<file path="src/rtl/dctp_pkg.sv">
package dctp_pkg;

    typedef enum logic [2:0] {
        SUB_LETTER,
        SUB_COLON,
        SUB_SPACE,
        SUB_SIGN,
        SUB_DIGITS
    } sub_phase_t;

    typedef enum logic [3:0] {
        CMD_HALT       = 4'd0,
        CMD_FWD        = 4'd1,
        CMD_BACK       = 4'd2,
        CMD_TURN_LEFT  = 4'd3,
        CMD_TURN_RIGHT = 4'd4,
        CMD_FWD_LEFT   = 4'd5,
        CMD_FWD_RIGHT  = 4'd6,
        CMD_BACK_LEFT  = 4'd7,
        CMD_BACK_RIGHT = 4'd8
    } cmd_code_t;

    localparam int FIELD_COUNT = 4;

    localparam logic [1:0] FIELD_F = 2'd0;
    localparam logic [1:0] FIELD_B = 2'd1;
    localparam logic [1:0] FIELD_R = 2'd2;
    localparam logic [1:0] FIELD_L = 2'd3;

    localparam logic [7:0] CHAR_NUL   = 8'h00;
    localparam logic [7:0] CHAR_STOP  = 8'h53;
    localparam logic [7:0] CHAR_COLON = 8'h3A;
    localparam logic [7:0] CHAR_PLUS  = 8'h2B;
    localparam logic [7:0] CHAR_MINUS = 8'h2D;
    localparam logic [7:0] CHAR_ZERO  = 8'h30;
    localparam logic [7:0] CHAR_NINE  = 8'h39;
    localparam logic [7:0] CHAR_SPACE = 8'h20;
    localparam logic [7:0] CHAR_HT    = 8'h09;
    localparam logic [7:0] CHAR_CR    = 8'h0D;

    typedef struct packed {
        logic [7:0] data_byte;
        logic       last_byte;
    } dctp_step_t;

    typedef struct packed {
        cmd_code_t         command_code;
        logic signed [7:0] forward_value;
        logic signed [7:0] backward_value;
        logic signed [7:0] right_value;
        logic signed [7:0] left_value;
    } dctp_cmd_t;

    function automatic logic is_space(input logic [7:0] c);
        return (c == CHAR_SPACE) || (c >= CHAR_HT && c <= CHAR_CR);
    endfunction

    function automatic logic is_digit(input logic [7:0] c);
        return (c >= CHAR_ZERO) && (c <= CHAR_NINE);
    endfunction

    function automatic logic [7:0] letter_of(input logic [1:0] k);
        logic [7:0] l;
        unique case (k)
            FIELD_F: l = 8'h46;
            FIELD_B: l = 8'h42;
            FIELD_R: l = 8'h52;
            default: l = 8'h4C;
        endcase
        return l;
    endfunction

endpackage

</file>
<file path="src/rtl/dctp_byte_if.sv">
interface dctp_byte_if;
    logic       valid;
    logic       ready;
    logic [7:0] data_byte;
    logic       last_byte;

    modport source (output valid, output data_byte, output last_byte, input ready);
    modport sink (input valid, input data_byte, input last_byte, output ready);
endinterface

</file>
<file path="src/rtl/dctp_cmd_if.sv">
interface dctp_cmd_if;
    logic              valid;
    logic              ready;
    logic [3:0]        command_code;
    logic signed [7:0] forward_value;
    logic signed [7:0] backward_value;
    logic signed [7:0] right_value;
    logic signed [7:0] left_value;

    modport source (
        output valid, output command_code, output forward_value,
        output backward_value, output right_value, output left_value,
        input ready
    );
    modport sink (
        input valid, input command_code, input forward_value,
        input backward_value, input right_value, input left_value,
        output ready
    );
endinterface

</file>
<file path="src/rtl/drive_command_text_parser_core.sv">
// channel   dir  payload                                     transfer
// text      in   data_byte[8], last_byte                     one character
// command   out  command_code[4], forward/backward/right/    at most one drive command
//                left_value[8] signed                        per message end
// one character per cycle while no stalled command holds back a last byte; a
// taken byte is loaded into the input register, then parsed into the output
// register, from which the command is offered
// rst_n clears the parse state and the valid flags of both registers
// a stalled command only holds back a later last byte; other bytes keep flowing
module drive_command_text_parser_core #(
    parameter int MESSAGE_BYTES = 64
) (
    input  logic              clk,
    input  logic              rst_n,
    dctp_byte_if.sink         text,
    dctp_cmd_if.source        command
);

    logic                 s1_valid_reg, s1_valid_next;
    dctp_pkg::dctp_step_t s1_step_reg, s1_step_next;
    logic                 out_valid_reg, out_valid_next;
    dctp_pkg::dctp_cmd_t  out_cmd_reg, out_cmd_next;

    logic                 advance;
    logic                 result_valid;
    dctp_pkg::dctp_cmd_t  result;

    assign advance = s1_valid_reg
                     && (!s1_step_reg.last_byte || !out_valid_reg || command.ready);
    assign text.ready = !s1_valid_reg || advance;

    dctp_parser #(
        .MESSAGE_BYTES (MESSAGE_BYTES)
    ) u_parser (
        .clk          (clk),
        .rst_n        (rst_n),
        .step_valid   (advance),
        .step         (s1_step_reg),
        .result_valid (result_valid),
        .result       (result)
    );

    always_comb
    begin
        s1_valid_next = s1_valid_reg;
        s1_step_next  = s1_step_reg;
        if (text.ready)
        begin
            s1_valid_next = text.valid;
            s1_step_next  = '{text.data_byte, text.last_byte};
        end

        out_valid_next = out_valid_reg;
        out_cmd_next   = out_cmd_reg;
        if (advance && result_valid)
        begin
            out_valid_next = 1'b1;
            out_cmd_next   = result;
        end
        else if (command.ready)
        begin
            out_valid_next = 1'b0;
        end
    end

    always_ff @(posedge clk or negedge rst_n)
    begin
        if (!rst_n)
        begin
            s1_valid_reg  <= 1'b0;
            out_valid_reg <= 1'b0;
        end
        else
        begin
            s1_valid_reg  <= s1_valid_next;
            out_valid_reg <= out_valid_next;
        end
    end

    always_ff @(posedge clk)
    begin
        s1_step_reg <= s1_step_next;
        out_cmd_reg <= out_cmd_next;
    end

    assign command.valid          = out_valid_reg;
    assign command.command_code   = out_cmd_reg.command_code;
    assign command.forward_value  = out_cmd_reg.forward_value;
    assign command.backward_value = out_cmd_reg.backward_value;
    assign command.right_value    = out_cmd_reg.right_value;
    assign command.left_value     = out_cmd_reg.left_value;

    // a command only comes from a parsed last byte
    assert property (@(posedge clk) disable iff (!rst_n)
        $rose(out_valid_reg) |-> $past(advance && s1_step_reg.last_byte))
        else $error("command without message end");

    // a held byte is not dropped or changed
    assert property (@(posedge clk) disable iff (!rst_n)
        s1_valid_reg && !advance |=> s1_valid_reg && $stable(s1_step_reg))
        else $error("held byte lost");

    // a pending command is never overwritten
    assert property (@(posedge clk) disable iff (!rst_n)
        out_valid_reg && !command.ready |=> out_valid_reg && $stable(out_cmd_reg))
        else $error("pending command overwritten");

endmodule

</file>
<file path="src/rtl/dctp_parser.sv">
module dctp_parser #(
    parameter int MESSAGE_BYTES = 64
) (
    input  logic                  clk,
    input  logic                  rst_n,
    input  logic                  step_valid,
    input  dctp_pkg::dctp_step_t  step,
    output logic                  result_valid,
    output dctp_pkg::dctp_cmd_t   result
);

    localparam int CountW = $clog2(MESSAGE_BYTES + 1);
    localparam logic [CountW-1:0] CountMax = CountW'(MESSAGE_BYTES);

    dctp_pkg::sub_phase_t sub_reg, sub_next;
    logic [1:0]        field_reg, field_next;
    logic              done_reg, done_next;
    logic [CountW-1:0] count_reg, count_next;
    logic              stop_reg, stop_next;
    logic              failed_reg, failed_next;
    logic              ended_reg, ended_next;
    logic [7:0]        accum_reg, accum_next;
    logic              neg_reg, neg_next;
    logic              nz_reg, nz_next;
    logic [7:0]        values_reg [dctp_pkg::FIELD_COUNT];
    logic [7:0]        values_next [dctp_pkg::FIELD_COUNT];
    logic [dctp_pkg::FIELD_COUNT-1:0] pos_reg, pos_next, fnz_reg, fnz_next;

    logic [7:0] c;
    logic [7:0] digit_value;
    logic [7:0] accum_added;
    logic       take;
    logic       ok;
    logic [7:0] fin_val [dctp_pkg::FIELD_COUNT];
    logic [dctp_pkg::FIELD_COUNT-1:0] fin_pos, fin_nz;
    logic       code_found;
    dctp_pkg::cmd_code_t code;

    always_comb
    begin
        c           = step.data_byte;
        digit_value = c - dctp_pkg::CHAR_ZERO;
        accum_added = {accum_reg[4:0], 3'b000} + {accum_reg[6:0], 1'b0}
                      + {4'b0000, digit_value[3:0]};

        sub_next    = sub_reg;
        field_next  = field_reg;
        done_next   = done_reg;
        count_next  = count_reg;
        stop_next   = stop_reg;
        failed_next = failed_reg;
        ended_next  = ended_reg;
        accum_next  = accum_reg;
        neg_next    = neg_reg;
        nz_next     = nz_reg;
        values_next = values_reg;
        pos_next    = pos_reg;
        fnz_next    = fnz_reg;

        take = step_valid && !ended_reg && (count_reg < CountMax);

        if (take)
        begin
            count_next = count_reg + 1'b1;
            if (c == dctp_pkg::CHAR_NUL)
            begin
                ended_next = 1'b1;
            end
            else
            begin
                if (count_reg == '0 && c == dctp_pkg::CHAR_STOP)
                begin
                    stop_next = 1'b1;
                end
                if (!stop_next && !failed_reg && !done_reg)
                begin
                    unique case (sub_reg)
                        dctp_pkg::SUB_LETTER:
                        begin
                            if (field_reg != dctp_pkg::FIELD_F && dctp_pkg::is_space(c))
                            begin
                                sub_next = dctp_pkg::SUB_LETTER;
                            end
                            else if (c == dctp_pkg::letter_of(field_reg))
                            begin
                                sub_next = dctp_pkg::SUB_COLON;
                            end
                            else
                            begin
                                failed_next = 1'b1;
                            end
                        end
                        dctp_pkg::SUB_COLON:
                        begin
                            if (c == dctp_pkg::CHAR_COLON)
                            begin
                                sub_next = dctp_pkg::SUB_SPACE;
                            end
                            else
                            begin
                                failed_next = 1'b1;
                            end
                        end
                        dctp_pkg::SUB_SPACE:
                        begin
                            if (dctp_pkg::is_space(c))
                            begin
                                sub_next = dctp_pkg::SUB_SPACE;
                            end
                            else if (c == dctp_pkg::CHAR_PLUS || c == dctp_pkg::CHAR_MINUS)
                            begin
                                neg_next = (c == dctp_pkg::CHAR_MINUS);
                                sub_next = dctp_pkg::SUB_SIGN;
                            end
                            else if (dctp_pkg::is_digit(c))
                            begin
                                accum_next = accum_added;
                                nz_next    = nz_reg || (digit_value[3:0] != 4'd0);
                                sub_next   = dctp_pkg::SUB_DIGITS;
                            end
                            else
                            begin
                                failed_next = 1'b1;
                            end
                        end
                        dctp_pkg::SUB_SIGN:
                        begin
                            if (dctp_pkg::is_digit(c))
                            begin
                                accum_next = accum_added;
                                nz_next    = nz_reg || (digit_value[3:0] != 4'd0);
                                sub_next   = dctp_pkg::SUB_DIGITS;
                            end
                            else
                            begin
                                failed_next = 1'b1;
                            end
                        end
                        default:
                        begin
                            if (dctp_pkg::is_digit(c))
                            begin
                                accum_next = accum_added;
                                nz_next    = nz_reg || (digit_value[3:0] != 4'd0);
                            end
                            else
                            begin
                                // close the number and look at the next letter
                                values_next[field_reg] = neg_reg ? 8'(8'd0 - accum_reg)
                                                                 : accum_reg;
                                fnz_next[field_reg] = nz_reg;
                                pos_next[field_reg] = nz_reg && !neg_reg;
                                accum_next = '0;
                                neg_next   = 1'b0;
                                nz_next    = 1'b0;
                                if (field_reg == dctp_pkg::FIELD_L)
                                begin
                                    done_next = 1'b1;
                                end
                                else
                                begin
                                    field_next = field_reg + 1'b1;
                                    sub_next   = dctp_pkg::SUB_LETTER;
                                    if (dctp_pkg::is_space(c))
                                    begin
                                        sub_next = dctp_pkg::SUB_LETTER;
                                    end
                                    else if (c == dctp_pkg::letter_of(field_next))
                                    begin
                                        sub_next = dctp_pkg::SUB_COLON;
                                    end
                                    else
                                    begin
                                        failed_next = 1'b1;
                                    end
                                end
                            end
                        end
                    endcase
                end
            end
        end

        // end of message: close a number still open in the last field
        fin_val = values_next;
        fin_pos = pos_next;
        fin_nz  = fnz_next;
        ok      = done_next;
        if (!done_next && field_next == dctp_pkg::FIELD_L && sub_next == dctp_pkg::SUB_DIGITS)
        begin
            fin_val[dctp_pkg::FIELD_L] = neg_next ? 8'(8'd0 - accum_next) : accum_next;
            fin_nz[dctp_pkg::FIELD_L]  = nz_next;
            fin_pos[dctp_pkg::FIELD_L] = nz_next && !neg_next;
            ok = 1'b1;
        end

        code_found = 1'b1;
        priority if (fin_nz == '0)
            code = dctp_pkg::CMD_HALT;
        else if (fin_pos[dctp_pkg::FIELD_F] && fin_pos[dctp_pkg::FIELD_L])
            code = dctp_pkg::CMD_FWD_LEFT;
        else if (fin_pos[dctp_pkg::FIELD_F] && fin_pos[dctp_pkg::FIELD_R])
            code = dctp_pkg::CMD_FWD_RIGHT;
        else if (fin_pos[dctp_pkg::FIELD_B] && fin_pos[dctp_pkg::FIELD_L])
            code = dctp_pkg::CMD_BACK_LEFT;
        else if (fin_pos[dctp_pkg::FIELD_B] && fin_pos[dctp_pkg::FIELD_R])
            code = dctp_pkg::CMD_BACK_RIGHT;
        else if (fin_pos[dctp_pkg::FIELD_F])
            code = dctp_pkg::CMD_FWD;
        else if (fin_pos[dctp_pkg::FIELD_B])
            code = dctp_pkg::CMD_BACK;
        else if (fin_pos[dctp_pkg::FIELD_L])
            code = dctp_pkg::CMD_TURN_LEFT;
        else if (fin_pos[dctp_pkg::FIELD_R])
            code = dctp_pkg::CMD_TURN_RIGHT;
        else
        begin
            code       = dctp_pkg::CMD_HALT;
            code_found = 1'b0;
        end

        result_valid = step_valid && step.last_byte
                       && (stop_next || (!failed_next && ok && code_found));
        if (stop_next)
        begin
            result = '{dctp_pkg::CMD_HALT, 8'sd0, 8'sd0, 8'sd0, 8'sd0};
        end
        else
        begin
            result.command_code   = code;
            result.forward_value  = fin_val[dctp_pkg::FIELD_F];
            result.backward_value = fin_val[dctp_pkg::FIELD_B];
            result.right_value    = fin_val[dctp_pkg::FIELD_R];
            result.left_value     = fin_val[dctp_pkg::FIELD_L];
        end

        if (step_valid && step.last_byte)
        begin
            sub_next    = dctp_pkg::SUB_LETTER;
            field_next  = dctp_pkg::FIELD_F;
            done_next   = 1'b0;
            count_next  = '0;
            stop_next   = 1'b0;
            failed_next = 1'b0;
            ended_next  = 1'b0;
            accum_next  = '0;
            neg_next    = 1'b0;
            nz_next     = 1'b0;
            for (int i = 0; i < dctp_pkg::FIELD_COUNT; i++)
            begin
                values_next[i] = '0;
            end
            pos_next = '0;
            fnz_next = '0;
        end
    end

    always_ff @(posedge clk or negedge rst_n)
    begin
        if (!rst_n)
        begin
            sub_reg    <= dctp_pkg::SUB_LETTER;
            field_reg  <= dctp_pkg::FIELD_F;
            done_reg   <= 1'b0;
            count_reg  <= '0;
            stop_reg   <= 1'b0;
            failed_reg <= 1'b0;
            ended_reg  <= 1'b0;
            accum_reg  <= '0;
            neg_reg    <= 1'b0;
            nz_reg     <= 1'b0;
            for (int i = 0; i < dctp_pkg::FIELD_COUNT; i++)
            begin
                values_reg[i] <= '0;
            end
            pos_reg    <= '0;
            fnz_reg    <= '0;
        end
        else
        begin
            sub_reg    <= sub_next;
            field_reg  <= field_next;
            done_reg   <= done_next;
            count_reg  <= count_next;
            stop_reg   <= stop_next;
            failed_reg <= failed_next;
            ended_reg  <= ended_next;
            accum_reg  <= accum_next;
            neg_reg    <= neg_next;
            nz_reg     <= nz_next;
            values_reg <= values_next;
            pos_reg    <= pos_next;
            fnz_reg    <= fnz_next;
        end
    end

    // message end puts the parser back at its start
    assert property (@(posedge clk) disable iff (!rst_n)
        step_valid && step.last_byte |=> count_reg == '0 && !stop_reg && !failed_reg
            && !done_reg && sub_reg == dctp_pkg::SUB_LETTER)
        else $error("parser state not cleared after message end");

    // stop flag only after a counted byte
    assert property (@(posedge clk) disable iff (!rst_n)
        stop_reg |-> count_reg != '0)
        else $error("stop flag without stored byte");

    // a positive field is always nonzero
    assert property (@(posedge clk) disable iff (!rst_n)
        (pos_reg & ~fnz_reg) == '0)
        else $error("positive field marked zero");

endmodule

</file>
<file path="src/flat_wrapper.sv">
// flat-port wrapper written by rule: the top's interface ports become plain ports
module drive_command_text_parser_core_flat 
#(
    parameter int MESSAGE_BYTES = 64
)
  (clk, rst_n, text_valid, text_data_byte, text_last_byte, text_ready, command_valid, command_command_code, command_forward_value, command_backward_value, command_right_value, command_left_value, command_ready);
  dctp_byte_if text_i ();
  dctp_cmd_if command_i ();
  input  logic clk;
  input  logic rst_n;
  input wire logic [$bits(text_i.valid)-1:0] text_valid;
  input wire logic [$bits(text_i.data_byte)-1:0] text_data_byte;
  input wire logic [$bits(text_i.last_byte)-1:0] text_last_byte;
  output wire logic [$bits(text_i.ready)-1:0] text_ready;
  output wire logic [$bits(command_i.valid)-1:0] command_valid;
  output wire logic [$bits(command_i.command_code)-1:0] command_command_code;
  output wire logic [$bits(command_i.forward_value)-1:0] command_forward_value;
  output wire logic [$bits(command_i.backward_value)-1:0] command_backward_value;
  output wire logic [$bits(command_i.right_value)-1:0] command_right_value;
  output wire logic [$bits(command_i.left_value)-1:0] command_left_value;
  input wire logic [$bits(command_i.ready)-1:0] command_ready;
  assign text_i.valid = text_valid;
  assign text_i.data_byte = text_data_byte;
  assign text_i.last_byte = text_last_byte;
  assign text_ready = text_i.ready;
  assign command_valid = command_i.valid;
  assign command_command_code = command_i.command_code;
  assign command_forward_value = command_i.forward_value;
  assign command_backward_value = command_i.backward_value;
  assign command_right_value = command_i.right_value;
  assign command_left_value = command_i.left_value;
  assign command_i.ready = command_ready;
  drive_command_text_parser_core #(.MESSAGE_BYTES(MESSAGE_BYTES)) u_core (.clk(clk), .rst_n(rst_n), .text(text_i), .command(command_i));
endmodule
</file>
<file path="config.mk">
export PLATFORM = sky130hd
export DESIGN_NAME = drive_command_text_parser_core_flat
export DESIGN_NICKNAME = d
export VERILOG_FILES = /design/src/rtl/dctp_pkg.sv /design/src/rtl/dctp_byte_if.sv /design/src/rtl/dctp_cmd_if.sv /design/src/rtl/drive_command_text_parser_core.sv /design/src/rtl/dctp_parser.sv /design/src/flat_wrapper.sv
export SDC_FILE = /design/constraint.sdc
export NUM_CORES = 1
export LEC_CHECK = 0
export ABC_AREA = 1
export ABC_CLOCK_PERIOD_IN_PS = 7200
export BUFFER_PORTS_ARGS = -buffer_cell sky130_fd_sc_hd__buf_2
export CORE_ASPECT_RATIO = 0.6
export CORE_MARGIN = 2
export CORE_UTILIZATION = 55
export DETAILED_ROUTE_END_ITERATION = 8
export PLACE_DENSITY = 0.74
export SLEW_MARGIN = 10
export SYNTH_ARGS = -nofsm -noshare
export SYNTH_HDL_FRONTEND = slang
export SYNTH_HIERARCHICAL = 1
export SYNTH_SLANG_ARGS = --single-unit
export TNS_END_PERCENT = 10
</file>
<file path="constraint.sdc">
create_clock -name clk -period 7.2 [get_ports clk]
set_input_delay 0.72 -clock clk [delete_from_list [all_inputs] [get_ports clk]]
set_output_delay 0.72 -clock clk [all_outputs]
set_load 0.03 [all_outputs]
</file>
---- After elaboration in Yosys (flattened, before gate mapping) ----
Index checks and enable logic that the tools add are counted.
word-level totals
  flip-flop bits (word level) ............. 113
  input bits .............................. 13
  output and inout port bits .............. 38
  word-level logic and storage cells ...... 266
operators by class
  $add $sub $neg .......................... 7
  magnitude comparators ................... 9
  equality and inequality tests ........... 17
  muxes and demuxes ....................... 145
  bitwise operators ....................... 1
  reduce and logical (&&, ||, !) cells .... 60
operators with widths
  cell                   count
  $mux W32               6
  $mux W8                24
  $mux W1                62
  $mux W3                19
  $mux W4                13
  $bwmux W32             1
  $eq A8 B6 Y1 const B   4
  $pmux W5 S3            2
  $logic_and A1 B1 Y1    24
  $pmux W8 S3            1
  $demux W8 S2           1
  $eq A8 B8 Y1           2
  $sub A1 B8 Y8 const A  2
  $mux W2                7
  $mux W7                2
  $pmux W3 S4            1
  $logic_not A1 Y1       11
  $add A8 B4 Y8          1
  $add A8 B8 Y8          1
  $bwmux W4              2
  $eq A2 B2 Y1 const B   4
  $eq A8 B7 Y1 const B   1
  $ge A8 B4 Y1 const B   1
  $ge A8 B6 Y1 const B   1
  other kinds (32)       46

---- Longest topological paths before layout ----
  depth after elaboration ................. 38
  depth in mapped cells ................... 21
  depth with buffers taken out ............ 21

---- Cells and area by module ----
The synthesis kept the hierarchy.
by module, submodules not included
  module                          instances  cells each  area each (um2)  sequential area each (um2)
  dctp_parser                     1          667         4843.4           1651.6
  drive_command_text_parser_core  1          58          1453.9           1401.3

---- Worst setup path after synthesis ----
No wires, ideal clock.
  path type ............................... input-to-reg
  start ................................... input port command_ready
  end ..................................... register u_core.out_cmd_reg (netlist bit u_core/command.backward_value[0]), enable pin
  library setup time ...................... 0.400 ns
  data arrival time ....................... 3.629 ns
  required time ........................... 6.800 ns
  path slack .............................. 3.171 ns
  cell stages on the path ................. 19
  buffers on the path ..................... 1
  cells stage by stage .................... inv_1 nand3_1 nand2_1 inv_1 nand3_1 nor2_8 nand4_4 buf_4 nand2_1 nand2_2 nor2_1 nand4_2 nand2_4 nor2_2 nand3_1 nand2_1 a21oi_1 inv_1 nor2_2
on the way
  word-level cells in the longest chain between the ends .. 21
  elaborated cells between the ends (all ways) .. 44
  classes of those cells .................. eq/ne: 2; mux: 21; reduce/logical: 21
ends and longest elaborated chain
  what                                              line                                  RTL
  start, declared                                   flat_wrapper.sv:21                    input wire logic [$bits(command_i.ready)-1:0] command_ready;
  $logic_or A1 B1 Y1 (*)                            drive_command_text_parser_core.sv:29  && (!s1_step_reg.last_byte || !out_valid_reg || command.ready);
  $logic_and A1 B1 Y1 (*)                           drive_command_text_parser_core.sv:29
  named net u_core.advance                          drive_command_text_parser_core.sv:24  logic advance;
  $logic_and A1 B1 Y1 (2 in series)                 dctp_parser.sv:60                     take = step_valid && !ended_reg && (count_reg < CountMax);
  $mux W2 or $mux W1 (tied branches)                dctp_parser.sv:62                     if (take)
  $eq A2 B2 Y1 or $logic_not A1 Y1 (tied branches)  dctp_parser.sv:189                    if (!done_next && field_next == dctp_pkg::FIELD_L && sub_next == dctp_pkg::SUB_DIGITS)
  $logic_and A1 B1 Y1 (2 in series)                 dctp_parser.sv:189
  $mux W1                                           dctp_parser.sv:189
  [... 5 more ...]                                  n/a
  $mux W1                                           dctp_parser.sv:202                    else if (fin_pos[dctp_pkg::FIELD_F] && fin_pos[dctp_pkg::FIELD_R])
  $mux W1                                           dctp_parser.sv:200                    else if (fin_pos[dctp_pkg::FIELD_F] && fin_pos[dctp_pkg::FIELD_L])
  $mux W1                                           dctp_parser.sv:198                    priority if (fin_nz == '0)
  $logic_and A1 B1 Y1                               dctp_parser.sv:223                    && (stop_next || (!failed_next && ok && code_found));
  $logic_or A1 B1 Y1                                dctp_parser.sv:223
  $logic_and A1 B1 Y1 (*)                           dctp_parser.sv:223
  named net u_core.result_valid                     drive_command_text_parser_core.sv:25  logic result_valid;
  $logic_and A1 B1 Y1 (*)                           drive_command_text_parser_core.sv:55  if (advance && result_valid)
  end signal, assigned                              drive_command_text_parser_core.sv:83  out_cmd_reg <= out_cmd_next;
  end, declared                                     drive_command_text_parser_core.sv:22  dctp_pkg::dctp_cmd_t out_cmd_reg, out_cmd_next;
The timed path passes the listed nets; every way through them passes the cells marked *.
A chain may end at the register's enable or synchronous reset.

---- Worst setup path after layout ----
  start ................................... register u_core/s1_step_reg[0] in the netlist's numbering
  end ..................................... register u_core.out_cmd_reg (netlist bit u_core/command.left_value[4]), enable pin
on the way
  word-level cells in the longest chain between the ends .. 23
  elaborated cells between the ends (all ways) .. 46
  classes of those cells .................. eq/ne: 2; mux: 21; reduce/logical: 23
ends and longest elaborated chain
  what                                              line                                  RTL
  start, declared                                   drive_command_text_parser_core.sv:20  dctp_pkg::dctp_step_t s1_step_reg, s1_step_next;
  start signal, assigned                            drive_command_text_parser_core.sv:82  s1_step_reg <= s1_step_next;
  $logic_not A1 Y1 (*)                              drive_command_text_parser_core.sv:29
  $logic_or A1 B1 Y1 (*) (2 in series)              drive_command_text_parser_core.sv:29
  $logic_and A1 B1 Y1 (*)                           drive_command_text_parser_core.sv:29
  named net u_core.advance                          drive_command_text_parser_core.sv:24
  $logic_and A1 B1 Y1 (2 in series)                 dctp_parser.sv:60
  $mux W2 or $mux W1 (tied branches)                dctp_parser.sv:62
  $eq A2 B2 Y1 or $logic_not A1 Y1 (tied branches)  dctp_parser.sv:189
  $logic_and A1 B1 Y1 (2 in series)                 dctp_parser.sv:189
  [... 6 more ...]                                  n/a
  $mux W1                                           dctp_parser.sv:202
  $mux W1                                           dctp_parser.sv:200
  $mux W1                                           dctp_parser.sv:198
  $logic_and A1 B1 Y1                               dctp_parser.sv:223
  $logic_or A1 B1 Y1                                dctp_parser.sv:223
  $logic_and A1 B1 Y1 (*)                           dctp_parser.sv:223
  named net u_core.result_valid                     drive_command_text_parser_core.sv:25
  $logic_and A1 B1 Y1 (*)                           drive_command_text_parser_core.sv:55
Marked as above.

==> results.rst <==
.. list-table::
   :header-rows: 1

   * - Metric
     - Value
   * - Number of buffers inserted during clock tree synthesis
     - 17
   * - Floorplan die width
     - 142 um
   * - Wire length of the first global-routing pass
     - 24.5 mm
   * - First-pass DRT Iterations
     - 5
   * - Max FFs per register
     - 32
   * - Clock latency on the worst-skew pair
     - 410 ps
   * - Met1 usage in global routing
     - 37.1%
   * - Antenna viol nets, final
     - 0
   * - Reg2reg path depth
     - 19
   * - Worst relative slew slack
     - 24.7%
   * - Startpoint of the worst-slack reg-to-reg timing path
     - u_core/s1_step_reg[0]$_DFFE_PP_
   * - Via density
     - 5.53
   * - Area growth from synthesis to final layout
     - 14.7%
   * - Clock tree from TritonCTS
     - built
   * - Most Used Layer, Global Route
     - met2
   * - Min-delay src
     - text_data_byte[4]
   * - Estimated wirelength of the detail-placed design
     - 10.7 mm
   * - Crit path launch type
     - flip-flop
   * - Class of the most critical hold timing path
     - input port to flip-flop
   * - Power share of the clock group
     - 44.9%
   * - Post-route minimum period
     - 4150 ps
   * - Design internal power
     - 1320 uW
   * - Gate Count Post-Synth
     - 725
   * - Synthesized flop and latch total
     - 113
   * - Cell area after layout
     - 0.00722 mm^2
   * - Final setup violation count
     - 0
   * - Peak supply drop
     - 194 uV
   * - Share of synthesized area occupied by flip-flops and latches
     - 48.5%
   * - Clock root buffer
     - sky130_fd_sc_hd__clkbuf_16
   * - Reg-to-Reg End
     - u_core/command.left_value[4]$_DFFE_PP_
   * - Reported net switching power
     - 518 uW
   * - Count of fill cells added during filler insertion
     - 948
   * - Reported max-cap violation count
     - 0
   * - Hold-fix buffers, CTS
     - 0
   * - Post-layout total power
     - 1840 uW
   * - Leakage power total
     - 0.00353 uW
   * - Combinational power share
     - 16.1%
   * - Peak clock frequency supported by timing
     - 241 MHz
   * - Antenna diodes
     - 0
   * - Count of unresolved DRC violations after routing
     - 0
   * - Final Hold Fails
     - 0
   * - Vertical extent of the die
     - 86.9 um
   * - Total Die Area
     - 0.0123 mm^2
   * - Distinct cell type count of the synthesized netlist
     - 53
   * - Area of the mapped netlist
     - 0.00630 mm^2
   * - Arrival time worst endpoint
     - 4180 ps
   * - Floorplan row count
     - 30
   * - Fraction of power spent switching nets
     - 28.2%
   * - H-Tree Level Count
     - 4
   * - Crit share post-route
     - 57.7%
   * - Ys async rst share
     - 60.2%
   * - Post-synthesis net count
     - 761
   * - Vias in the first global route
     - 4951
   * - Clock Pin Slew Worst Setup and Hold Paths
     - 50 ps
   * - Largest delay contributor family on the critical path
     - simple AND/OR/NAND/NOR gates
   * - Outcome
     - finished, final reports clean
   * - Reg2reg setup slack
     - 3050 ps
   * - Slew at the pin with the worst max-slew slack
     - 1130 ps
   * - First-iteration detailed-routing DRC count
     - 583
   * - Cell-by-cell listing of the critical path
     - nand3_1 -> nand2_1 -> inv_1 -> nand3_1 -> nor2_8 -> nand3_2 -> nor2_4 -> nand2_2 -> inv_4 -> nand2_1 -> o21ai_1 -> nand2_2 -> nand2_4 -> nor2_2 -> nand3_1 -> nand2_1 -> a21oi_1 -> inv_1 -> nor2_4
   * - Post-CTS Repair Setup Buffers
     - 0
   * - Post-cts repair resize count
     - 0
   * - Total negative slack for setup checks
     - 0 ps
   * - Cell at the slowest stage of the critical path
     - sky130_fd_sc_hd__nor2_4
   * - Instance count along the most critical hold path
     - 1
   * - Required time reported for the critical path endpoint
     - 7230 ps
   * - GRT Total Usage
     - 26.0%
   * - EDFF count, synth
     - 45
   * - Fraction of final layout cells sized beyond drive strength 1
     - 16.5%
   * - Share of power burned in registers
     - 39.0%
   * - Top FF cell, synth
     - sky130_fd_sc_hd__dfrtp_1
   * - Unrepaired setup endpoints after global routing
     - no
   * - Vias
     - 5158
   * - Clk buf depth
     - 2
   * - Largest net degree at the start of global routing
     - 69
   * - Sinks on the clock net
     - 113
   * - Residual overflow from global routing
     - 0
   * - Worst stage delay on the critical path
     - 790 ps
   * - Wire length reported by the detailed router
     - 14.9 mm
   * - Pins over their slew limit
     - 0
   * - Cell count after placement
     - 901
   * - Initial cell density of the core
     - 56.1%
   * - Critical Path End Type
     - flip-flop
   * - Routing usage on met2
     - 39.3%
   * - Worst Hold Endpoint
     - u_core/s1_step_reg[5]$_DFFE_PP_
   * - Number of antenna violations at the first check in global routing
     - 0
   * - Ports
     - 51
   * - Average detailed-routed wire length per instance
     - 16.0 um
   * - Number of nets in the finished design
     - 812
   * - Average size of a mapped cell
     - 8.69 um^2
   * - Cell Pwr Density
     - 254 mW/mm^2
   * - Port Buf Inserts
     - 50
   * - Total cell area at the placement stage
     - 0.00665 mm^2
   * - Layout Skew
     - 11.9 ps
   * - Routability congestion estimate
     - 0.890
   * - Post-route non-filler standard cell count
     - 933
   * - Ys Warns
     - 6
   * - Highest fanout seen on the critical path
     - 36
   * - Floorplan Core Area
     - 0.0112 mm^2
   * - Met3 Use GR
     - 6.65%
   * - Sum of buffers and inverters on the critical path
     - 3
   * - Path type of the worst setup path
     - flip-flop to flip-flop
## power by group through the flow
stage	combinational [uW]	sequential, uW	clock, uW
5_1_grt	336	721	868
3_5_place_dp	289	728	0
4_1_cts	292	716	836
2_1_floorplan	219	718	0
3_3_place_gp	279	726	0
6_report	296	717	825
## metrics by stage
step | hold slack (ps) | setup slack, ps | utilization, %
after floorplan | 424 | 3170 | -
after global placement | 496 | 2830 | 59.2
after detailed placement | 503 | 2650 | 59.2
after CTS | 469 | 3030 | 64.4
after global routing | 465 | 2670 | 64.4
final | 486 | 3050 | 64.4
## final cells by class
cell class / instances / area, um^2 / share of cell area, %
Sequential cell: 113 / 3050 / 42.3
Multi-Input combinational cell: 506 / 2810 / 38.9
Inverter: 86 / 335 / 4.64
Clock buffer: 21 / 440 / 6.10
Clock inverter: 11 / 139 / 1.92
Timing Repair Buffer: 52 / 265 / 3.67
Tap cell: 144 / 180 / 2.49
## cells in the final DEF (no fill, tap or decap), drive strengths merged, types with 3 or more instances in the layout
master | Yosys | routed
a21oi | 32 | 32
a22oi | 3 | 3
buf | 8 | 52
bufinv | 0 | 3
clkbuf | 12 | 21
clkinv | 3 | 10
dfrtp | 68 | 68
edfxtp | 45 | 45
ha | 21 | 21
inv | 83 | 83
mux2i | 20 | 20
nand2 | 152 | 152
nand3 | 40 | 40
nand4 | 5 | 5
nor2 | 148 | 148
nor3 | 8 | 8
o211ai | 4 | 4
o21ai | 35 | 35
o221ai | 3 | 3
xnor2 | 7 | 7
xor2 | 9 | 9
## metal layers
layer,share of wire [%],vias up
li1,-,2463
met1,48,2471
met2,44,197
met3,6.8,27
met4,1.6,0
met5,0,-
## cells in the mapped netlist (4+ instances only)
master / n / area share [%]
sky130_fd_sc_hd__a21oi_1: 30 / 2.4
sky130_fd_sc_hd__buf_4: 4 / 0.48
sky130_fd_sc_hd__clkbuf_1: 11 / 0.66
sky130_fd_sc_hd__dfrtp_1: 68 / 27
sky130_fd_sc_hd__edfxtp_1: 45 / 21
sky130_fd_sc_hd__ha_1: 21 / 4.2
sky130_fd_sc_hd__inv_1: 75 / 4.5
sky130_fd_sc_hd__inv_2: 6 / 0.36
sky130_fd_sc_hd__mux2i_1: 20 / 3.2
sky130_fd_sc_hd__nand2_1: 141 / 8.4
sky130_fd_sc_hd__nand2_2: 7 / 0.70
sky130_fd_sc_hd__nand2_4: 4 / 0.72
sky130_fd_sc_hd__nand3_1: 37 / 2.9
sky130_fd_sc_hd__nor2_1: 131 / 7.8
sky130_fd_sc_hd__nor2_2: 10 / 0.99
sky130_fd_sc_hd__nor2_4: 5 / 0.89
sky130_fd_sc_hd__nor3_1: 8 / 0.64
sky130_fd_sc_hd__o211ai_1: 4 / 0.48
sky130_fd_sc_hd__o21ai_0: 25 / 2.0
sky130_fd_sc_hd__o21ai_1: 8 / 0.64
sky130_fd_sc_hd__xnor2_1: 7 / 0.97
sky130_fd_sc_hd__xor2_1: 9 / 1.3
## worst max path at each step
stage                                     from                                    endpoint  cells after the start
2_1_floorplan                    command_ready  u_core/command.backward_value[0]$_DFFE_PP_                     19
3_3_place_gp                     command_ready      u_core/command.left_value[3]$_DFFE_PP_                     19
3_5_place_dp                     command_ready      u_core/command.left_value[3]$_DFFE_PP_                     21
4_1_cts        u_core/s1_step_reg[0]$_DFFE_PP_      u_core/command.left_value[7]$_DFFE_PP_                     19
5_1_grt        u_core/s1_step_reg[0]$_DFFE_PP_   u_core/command.forward_value[3]$_DFFE_PP_                     17
6_report       u_core/s1_step_reg[0]$_DFFE_PP_      u_core/command.left_value[4]$_DFFE_PP_                     19
## kinds of logic (layout without fill, tap and decap cells)
kind of cell	after synthesis	in the layout	share of synthesized area, %
AND/OR/NAND/NOR	357	357	25.7
buffers and inverters	106	170	6.95
XOR/XNOR	16	16	2.23
AO/OA/AOI/OAI	90	90	8.70
flip-flops	113	113	48.5
multiplexers	20	20	3.18
adder cells (fa/ha/maj)	23	23	4.81
No activity file was read; power rests on OpenSTA's default activity.
